--- src/dbc_pkg.sv ---
// shared types, codes and constants for the dual battery cycle controller
// no dependencies; imported by every module of the block
`default_nettype none

package dbc_pkg;

   // item kinds carried on req_tuser
   localparam logic [1:0] OP_ENTER = 2'd0;
   localparam logic [1:0] OP_TICK  = 2'd1;
   localparam logic [1:0] OP_LEAVE = 2'd2;

   // battery modes
   localparam logic [1:0] MODE_STANDBY   = 2'd0;
   localparam logic [1:0] MODE_CHARGE    = 2'd1;
   localparam logic [1:0] MODE_DISCHARGE = 2'd2;

   // control register indexes
   localparam logic [2:0] CSR_CHARGE_PERIOD   = 3'd0;
   localparam logic [2:0] CSR_DISCHARGE_LIMIT = 3'd1;
   localparam logic [2:0] CSR_BAT1_ENABLE     = 3'd2;
   localparam logic [2:0] CSR_BAT2_ENABLE     = 3'd3;
   localparam logic [2:0] CSR_BAT1_VMAX       = 3'd4;
   localparam logic [2:0] CSR_BAT1_VMIN       = 3'd5;
   localparam logic [2:0] CSR_BAT2_VMAX       = 3'd6;
   localparam logic [2:0] CSR_BAT2_VMIN       = 3'd7;

   localparam int          NUM_BAT       = 2;
   localparam logic [31:0] REPORT_PERIOD = 32'd100;

   typedef struct packed {
      logic [1:0]  op;
      logic [31:0] time_now;
      logic [15:0] volt_one;
      logic [15:0] volt_two;
   } item_type;

   typedef struct packed {
      logic [31:0]                    charge_period;
      logic [31:0]                    discharge_limit;
      logic [NUM_BAT-1:0]             bat_enable;
      logic [NUM_BAT-1:0][15:0]       bat_vmax;
      logic [NUM_BAT-1:0][15:0]       bat_vmin;
   } cfg_type;

   typedef struct packed {
      logic [1:0]  bat1_mode;
      logic [1:0]  bat2_mode;
      logic        active_battery;
      logic [15:0] bat1_cycles;
      logic [15:0] bat2_cycles;
      logic        switched;
      logic        report_due;
   } result_type;

endpackage

`default_nettype wire

--- src/dbc_csr.sv ---
// control registers of the dual battery cycle controller
// depends on dbc_pkg for register indexes and the cfg_type bundle
`default_nettype none

module dbc_csr (
   input  wire logic              clock,
   input  wire logic              reset,
   input  wire logic              csr_we,
   input  wire logic [2:0]        csr_addr,
   input  wire logic [31:0]       csr_wdata,
   output dbc_pkg::cfg_type       cfg
);
   import dbc_pkg::*;

   cfg_type cfg_ff;
   cfg_type cfg_in;

   always_comb begin
      cfg_in = cfg_ff;
      if (csr_we) begin
         case (csr_addr)
            CSR_CHARGE_PERIOD:   cfg_in.charge_period   = csr_wdata;
            CSR_DISCHARGE_LIMIT: cfg_in.discharge_limit = csr_wdata;
            CSR_BAT1_ENABLE:     cfg_in.bat_enable[0]   = csr_wdata[0];
            CSR_BAT2_ENABLE:     cfg_in.bat_enable[1]   = csr_wdata[0];
            CSR_BAT1_VMAX:       cfg_in.bat_vmax[0]     = csr_wdata[15:0];
            CSR_BAT1_VMIN:       cfg_in.bat_vmin[0]     = csr_wdata[15:0];
            CSR_BAT2_VMAX:       cfg_in.bat_vmax[1]     = csr_wdata[15:0];
            CSR_BAT2_VMIN:       cfg_in.bat_vmin[1]     = csr_wdata[15:0];
            default: ;
         endcase
      end
   end

   always_ff @(posedge clock) begin
      if (reset) begin
         cfg_ff.charge_period   <= '0;
         cfg_ff.discharge_limit <= '0;
         cfg_ff.bat_enable      <= '1;
         cfg_ff.bat_vmax        <= '1;
         cfg_ff.bat_vmin        <= '0;
      end else begin
         cfg_ff <= cfg_in;
      end
   end

   assign cfg = cfg_ff;

endmodule

`default_nettype wire

--- src/dbc_engine.sv ---
// cycle state and next-state logic: role swap, discharge stop, voltage cutoffs
// depends on dbc_pkg; state advances on fire, result is combinational
`default_nettype none

module dbc_engine (
   input  wire logic              clock,
   input  wire logic              reset,
   input  wire logic              fire,
   input  dbc_pkg::item_type      item,
   input  dbc_pkg::cfg_type       cfg,
   output dbc_pkg::result_type    result
);
   import dbc_pkg::*;

   logic                          sel_ff, sel_in;
   logic [31:0]                   switch_stamp_ff, switch_stamp_in;
   logic [31:0]                   report_stamp_ff, report_stamp_in;
   logic [NUM_BAT-1:0][1:0]       mode_ff, mode_in;
   logic [NUM_BAT-1:0][15:0]      count_ff, count_in;

   logic [31:0]                   elapsed;
   logic [31:0]                   elapsed_rep;
   logic                          expire;
   logic                          stop_dis;
   logic                          rep_due;
   logic                          is_tick;
   logic [NUM_BAT-1:0][15:0]      volt;
   logic [NUM_BAT-1:0][1:0]       tick_mode;
   logic [NUM_BAT-1:0][1:0]       swap_mode;
   logic [NUM_BAT-1:0][1:0]       limit_mode;
   logic [NUM_BAT-1:0][15:0]      tick_count;

   assign volt[0]     = item.volt_one;
   assign volt[1]     = item.volt_two;
   assign is_tick     = (item.op == OP_TICK);
   assign elapsed     = item.time_now - switch_stamp_ff;
   assign elapsed_rep = item.time_now - report_stamp_ff;
   assign expire      = elapsed > cfg.charge_period;
   // on a swap tick the elapsed time counts as zero, so no stop then
   assign stop_dis    = !expire && (elapsed > cfg.discharge_limit);
   assign rep_due     = elapsed_rep > REPORT_PERIOD;

   always_comb begin
      for (int i = 0; i < NUM_BAT; i++) begin
         // the active battery discharges, the other one takes over charging
         if (sel_ff == i[0]) begin
            swap_mode[i] = (cfg.bat_enable[i] && volt[i] > cfg.bat_vmin[i]) ?
                           MODE_DISCHARGE : MODE_STANDBY;
         end else begin
            swap_mode[i] = (cfg.bat_enable[i] && volt[i] < cfg.bat_vmax[i]) ?
                           MODE_CHARGE : MODE_STANDBY;
         end
         limit_mode[i] = expire ? swap_mode[i] : mode_ff[i];
         if (stop_dis && sel_ff != i[0]) begin
            limit_mode[i] = MODE_STANDBY;
         end
         tick_mode[i] = limit_mode[i];
         if (rep_due) begin
            if (volt[i] > cfg.bat_vmax[i] && limit_mode[i] == MODE_CHARGE) begin
               tick_mode[i] = MODE_STANDBY;
            end
            if (volt[i] < cfg.bat_vmin[i] && limit_mode[i] == MODE_DISCHARGE) begin
               tick_mode[i] = MODE_STANDBY;
            end
         end
         tick_count[i] = (expire && sel_ff != i[0]) ? count_ff[i] + 16'd1 : count_ff[i];
      end
   end

   always_comb begin
      sel_in          = sel_ff;
      switch_stamp_in = switch_stamp_ff;
      report_stamp_in = report_stamp_ff;
      mode_in         = mode_ff;
      count_in        = count_ff;
      case (item.op)
         OP_ENTER: begin
            sel_in          = 1'b0;
            switch_stamp_in = item.time_now;
            report_stamp_in = item.time_now;
            mode_in         = {NUM_BAT{MODE_STANDBY}};
            count_in        = '0;
         end
         OP_TICK: begin
            mode_in  = tick_mode;
            count_in = tick_count;
            if (expire) begin
               sel_in          = ~sel_ff;
               switch_stamp_in = item.time_now;
            end
            if (rep_due) begin
               report_stamp_in = item.time_now;
            end
         end
         OP_LEAVE: begin
            mode_in = {NUM_BAT{MODE_STANDBY}};
         end
         default: ;
      endcase
   end

   always_ff @(posedge clock) begin
      if (reset) begin
         sel_ff          <= 1'b0;
         switch_stamp_ff <= '0;
         report_stamp_ff <= '0;
         mode_ff         <= {NUM_BAT{MODE_STANDBY}};
         count_ff        <= '0;
      end else if (fire) begin
         sel_ff          <= sel_in;
         switch_stamp_ff <= switch_stamp_in;
         report_stamp_ff <= report_stamp_in;
         mode_ff         <= mode_in;
         count_ff        <= count_in;
      end
   end

   assign result.bat1_mode      = mode_in[0];
   assign result.bat2_mode      = mode_in[1];
   assign result.active_battery = sel_in;
   assign result.bat1_cycles    = count_in[0];
   assign result.bat2_cycles    = count_in[1];
   assign result.switched       = is_tick && expire;
   assign result.report_due     = is_tick && rep_due;

endmodule

`default_nettype wire

--- src/dual_battery_cycle_controller.sv ---
// top level of the dual battery cycle controller: input register, engine, result register
// depends on dbc_pkg, dbc_csr and dbc_engine
//
//   channel   | direction | payload
//   req_      | in        | tuser: op; tdata: time_now, volt_one, volt_two
//   rsp_      | out       | tdata: modes, active battery, cycle counts, switched, report_due
//   csr_      | in        | write enable, register index, 32-bit write data
//
// one word per cycle while rsp_tready stays high; rsp words come from the result register
// the input register feeds the engine, whose state and the result register load together
// a stalled rsp side holds the result register while one more word waits in the input register
// synchronous reset clears control state and cycle state and sets the control registers to defaults
`default_nettype none

module dual_battery_cycle_controller (
   input  wire logic        clock,
   input  wire logic        reset,
   input  wire logic        req_tvalid,
   output logic             req_tready,
   input  wire logic [1:0]  req_tuser,   // op
   input  wire logic [63:0] req_tdata,   // time_now, volt_one, volt_two
   output logic             rsp_tvalid,
   input  wire logic        rsp_tready,
   output logic [39:0]      rsp_tdata,   // bat1_mode, bat2_mode, active_battery,
                                         // bat1_cycles, bat2_cycles, switched,
                                         // report_due, zero pad
   input  wire logic        csr_we,
   input  wire logic [2:0]  csr_addr,
   input  wire logic [31:0] csr_wdata
);
   import dbc_pkg::*;

   cfg_type    cfg;
   item_type   item_ff, item_in;
   logic       in_valid_ff, in_valid_in;
   result_type res_ff;
   result_type res_comb;
   logic       out_valid_ff, out_valid_in;
   logic       advance;
   logic       req_fire;

   assign advance  = in_valid_ff && (!out_valid_ff || rsp_tready);
   assign req_tready = !in_valid_ff || advance;
   assign req_fire = req_tvalid && req_tready;

   assign item_in.op       = req_tuser;
   assign item_in.time_now = req_tdata[31:0];
   assign item_in.volt_one = req_tdata[47:32];
   assign item_in.volt_two = req_tdata[63:48];

   assign in_valid_in  = req_fire || (in_valid_ff && !advance);
   assign out_valid_in = advance || (out_valid_ff && !rsp_tready);

   dbc_csr u_csr (
      .clock     (clock),
      .reset     (reset),
      .csr_we    (csr_we),
      .csr_addr  (csr_addr),
      .csr_wdata (csr_wdata),
      .cfg       (cfg)
   );

   dbc_engine u_engine (
      .clock  (clock),
      .reset  (reset),
      .fire   (advance),
      .item   (item_ff),
      .cfg    (cfg),
      .result (res_comb)
   );

   always_ff @(posedge clock) begin
      if (reset) begin
         in_valid_ff  <= 1'b0;
         out_valid_ff <= 1'b0;
      end else begin
         in_valid_ff  <= in_valid_in;
         out_valid_ff <= out_valid_in;
      end
   end

   always_ff @(posedge clock) begin
      if (req_fire) begin
         item_ff <= item_in;
      end
      if (advance) begin
         res_ff <= res_comb;
      end
   end

   assign rsp_tvalid = out_valid_ff;
   assign rsp_tdata  = {1'b0, res_ff.report_due, res_ff.switched, res_ff.bat2_cycles,
                        res_ff.bat1_cycles, res_ff.active_battery, res_ff.bat2_mode,
                        res_ff.bat1_mode};

endmodule

`default_nettype wire

--- config.mk ---
export PLATFORM = sky130hd
export DESIGN_NAME = dual_battery_cycle_controller
export DESIGN_NICKNAME = d
export VERILOG_FILES = /design/src/dbc_pkg.sv /design/src/dbc_csr.sv /design/src/dbc_engine.sv /design/src/dual_battery_cycle_controller.sv
export SDC_FILE = /design/constraint.sdc
export NUM_CORES = 1
export LEC_CHECK = 0
export ABC_AREA = 1
export BUFFER_PORTS_ARGS = -buffer_cell sky130_fd_sc_hd__buf_4
export CORE_MARGIN = 2
export CORE_UTILIZATION = 65
export CTS_CLUSTER_SIZE = 10
export DETAILED_ROUTE_END_ITERATION = 10
export GPL_TIMING_DRIVEN = 1
export PLACE_DENSITY = 0.85
export SETUP_SLACK_MARGIN = 0.05
export SLEW_MARGIN = 15
export SYNTH_ARGS = -nofsm -noshare
export SYNTH_HDL_FRONTEND = slang
export SYNTH_HIERARCHICAL = 1
export SYNTH_SLANG_ARGS = --single-unit
--- constraint.sdc ---
create_clock -name clock -period 14.7 [get_ports clock]
set_clock_uncertainty 0.05 [all_clocks]
set_input_delay 2.94 -clock clock [delete_from_list [all_inputs] [get_ports clock]]
set_output_delay 2.94 -clock clock [all_outputs]
set_load 0.03 [all_outputs]
==> impl_metrics.env <==
export IMPL_postCtsSetupBuffers=0
export IMPL_switching_share=0.308
export IMPL_max_stage_delay_ps=400
export IMPL_worst_slew_pin_slew_ps=932
export IMPL_cp_common_cell="nand2_1"
export IMPL_antenna_found_initial=0
export IMPL_routed_wl_microns=52700
export IMPL_reg2reg_depth=40
export IMPL_synth_compound_area_frac=0.0989
export IMPL_grt_pass1_vias=18200
export IMPL_worstHoldStart="u_engine/switch_stamp_ff[12]"
export IMPL_place_gp_congestion=0.975
export IMPL_post_route_period_util=0.445
export IMPL_grt_pass1_wl_microns=86600
export IMPL_synth_top_family_by_area="simple AND/OR/NAND/NOR gates"
export IMPL_synth_fa_ha_area_frac=0.118
export IMPL_ys_types=45
export IMPL_timing_rr_start="item_ff[32]"
export IMPL_start_util=0.661
export IMPL_drt_first_pass_iters=5
export IMPL_cts_path_max_buffers=3
export IMPL_power_mw=2.52
export IMPL_drt_wirelength_per_cell_microns=15.2
export IMPL_startpoint_type="flip-flop"
export IMPL_grt_max_degree=86
export IMPL_clockPowerShare=0.357
export IMPL_final_area_sq_um=23300
export IMPL_cts_root_buf="clkbuf_16"
export IMPL_min_to="u_engine/switch_stamp_ff[12]"
export IMPL_synth_seq_cells=338
export IMPL_rrSetupSlack_ps=8160
export IMPL_power_frac_comb=0.231
export IMPL_ys_flop_type="dfxtp_1"
export IMPL_grt_ovfl_total=0
export IMPL_avgSynthCellArea_sq_um=7.14
export IMPL_fin_util=0.738
export IMPL_worstPathArrival_ps=6920
export IMPL_end_kind="flip-flop"
export IMPL_cpMaxStageDelayCell="fa_1"
export IMPL_worst_ir_drop_vdd_mv=0.112
export IMPL_cts_tree="yes"
export IMPL_crit_type="reg2reg"
export IMPL_worst_path_max_fanout=8
export IMPL_coreArea_sq_um=31600
export IMPL_yosys_warnings=6
export IMPL_area_growth_pct=11.7
export IMPL_drive_gt1_frac=0.0910
export IMPL_grt_usage=0.315
export IMPL_synthSimpleGateAreaFrac=0.284
export IMPL_p_leak_nw=11.1
export IMPL_drv_slew=0
export IMPL_cts_resized=0
export IMPL_p_sw_mw=0.777
export IMPL_synth_nets=3229
export IMPL_vias_per_cell=5.52
export IMPL_fin_crit_ps=6540
export IMPL_clock_sinks=338
export IMPL_nNetsFinal=3341
export IMPL_setup_viol=0
export IMPL_final_hold_viol_count=0
export IMPL_hold_depth=2
export IMPL_ys_seq_area_frac=0.374
export IMPL_dp_hpwl_microns=39000
export IMPL_seqPwrFrac=0.413
export IMPL_cts_htree_levels=2
export IMPL_numPortBuffers=146
export IMPL_rsz0062_at_grt="false"
export IMPL_die_h_microns=183
export IMPL_p_int_mw=1.75
export IMPL_antenna_cells=0
export IMPL_ios=148
export IMPL_status="complete, no violations"
export IMPL_netlist_area_sq_um=20900
export IMPL_synth_edff_count=105
export IMPL_hp_class="reg2reg"
export IMPL_rows=65
export IMPL_placed_cell_area_sq_um=22100
export IMPL_die_width_microns=183
export IMPL_r2r_end="u_engine/count_ff[14]"
export IMPL_drtAntennaViolNets=0
export IMPL_cts_made_buffers=40
export IMPL_finalSetupTns_ps=0
export IMPL_postSynthCellCount=2927
export IMPL_hold_slack_ps=407
export IMPL_fmax_mhz=153
export IMPL_detailroute_via_count=19149
export IMPL_first_iter_violations=1621
export IMPL_max_cap_violations=0
export IMPL_path_clk_slew_ps=50
export IMPL_holdBufCountCts=0
export IMPL_synth_area_mux_share=0
export IMPL_synthArstFlopShare=0
export IMPL_drc=0
export IMPL_maxSlewHeadroom=0.379
export IMPL_crit_required_ps=15080
export IMPL_fillers=2497
export IMPL_powerDensity_nw_per_um2=108
export IMPL_clk_latency_ps=550
export IMPL_yosys_area_share_xor_xnor=0.0159
export IMPL_die_area_sq_um=33600
per-stage QoR:
step	cells	setup WS [ps]
floorplan	2927	7770
global placement	3397	8310
detailed placement	3397	8250
CTS	3467	8210
global route	3469	7300
finish	3469	8160
per-layer routing:
metal  part of all wire  GRT usage  up-vias
li1                   -          -     9560
met1               0.44      0.427     8750
met2               0.45      0.519      714
met3              0.073     0.0391      125
met4              0.035      0.116        0
met5                  0          0        -
kinds of logic after synthesis:
group | count (synthesis)
AND/OR/NAND/NOR | 1396
buffers and inverters | 570
AO/OA/AOI/OAI | 388
flip-flops | 338
adder cells (fa/ha/maj) | 196
XOR/XNOR | 38
other | 1
layout by cell type, fill, tap and decap left out, types with 5 or more instances in the layout:
| cell | n |
|---|---|
| inv_1 | 471 |
| a21oi_1 | 236 |
| xnor2_1 | 13 |
| nand3b_1 | 7 |
| nor2_4 | 6 |
| o21a_1 | 14 |
| buf_4 | 156 |
| nand2_1 | 688 |
| xor2_1 | 25 |
| a21o_1 | 8 |
| o21ai_0 | 101 |
| inv_2 | 9 |
| clkbuf_16 | 40 |
| nor2_2 | 9 |
| nand2_2 | 14 |
| clkbuf_1 | 25 |
| edfxtp_1 | 105 |
| nor4_1 | 5 |
| nand3_1 | 200 |
| o21bai_1 | 11 |
| nand4_1 | 16 |
| dfxtp_1 | 233 |
| ha_1 | 194 |
| nand3_2 | 30 |
| nor3_1 | 30 |
| nor2_1 | 382 |
cell usage after synthesis, drive strengths merged (2+ instances only):
library cell | n | share of area
nand3b | 7 | 0.0025
and2 | 2 | 0.00060
edfxtp | 105 | 0.15
buf | 55 | 0.017
a21oi | 238 | 0.057
xnor2 | 13 | 0.0054
inv | 481 | 0.086
nand2 | 703 | 0.13
nor2 | 397 | 0.074
nand4 | 17 | 0.0058
o211ai | 2 | 0.00072
ha | 194 | 0.12
o21bai | 11 | 0.0040
clkbuf | 33 | 0.0059
dfxtp | 233 | 0.22
o21ai | 101 | 0.024
or2 | 3 | 0.00090
nor3b | 2 | 0.00072
o22ai | 2 | 0.00060
nor4 | 5 | 0.0015
a21o | 8 | 0.0029
o221ai | 3 | 0.0013
nand3 | 230 | 0.062
a31oi | 3 | 0.00090
o21a | 14 | 0.0050
xor2 | 25 | 0.010
fa | 2 | 0.0019
nor3 | 30 | 0.0072
a211oi | 3 | 0.0011
registers in the layout, summed over array words and instances (netlist names), 4 cells and up:
name and flops:
u_engine/mode_ff 4, rsp_tdata 39, item_ff 66, u_csr/cfg 130, u_engine/switch_stamp_ff 32, u_engine/count_ff 32, u_engine/report_stamp_ff 32
power groups by stage:
| stage | clock network [mW] | logic [mW] | registers [mW] |
|---|---|---|---|
| 6_report | 0.900 | 0.583 | 1.04 |
| 5_1_grt | 0.953 | 0.661 | 1.04 |
| 4_1_cts | 0.915 | 0.572 | 1.04 |
| 3_5_place_dp | 0 | 0.567 | 1.06 |
| 3_3_place_gp | 0 | 0.543 | 1.06 |
| 2_1_floorplan | 0 | 0.410 | 1.06 |
critical path: cells and delay by family (launching register included):
family,cells,cell delay (ps)
xor gates and xnor gates,1,190
DFF,1,360
buffers and inverters,5,520
and+or+nand+nor,22,2730
adders and majority gates,4,1130
AOI/OAI and AO/OA,8,1440
area by class of cell:
cell class,instances,area (sq um),area share
tap,402,503,0.0215
clock inverter,3,45.0,0.00193
timing repair buffer,158,1220,0.0522
multi-input combinational,2019,10800,0.464
sequential,338,7820,0.335
clock buffer,67,1120,0.0481
inverter,482,1810,0.0776
worst max-delay path by stage:
stage                 from                      endpoint  slack (ps)  depth (start not counted)
3_3_place_gp    rsp_tready                    req_tready        8310                          4
3_5_place_dp   item_ff[32]         u_engine/count_ff[14]        8250                         40
6_report       item_ff[32]         u_engine/count_ff[14]        8160                         40
2_1_floorplan   rsp_tready  u_engine/report_stamp_ff[13]        7770                          9
4_1_cts        item_ff[32]         u_engine/count_ff[14]        8210                         40
5_1_grt        item_ff[32]         u_engine/count_ff[14]        7300                         40
Note: power is estimated with default switching activity, not from simulation.
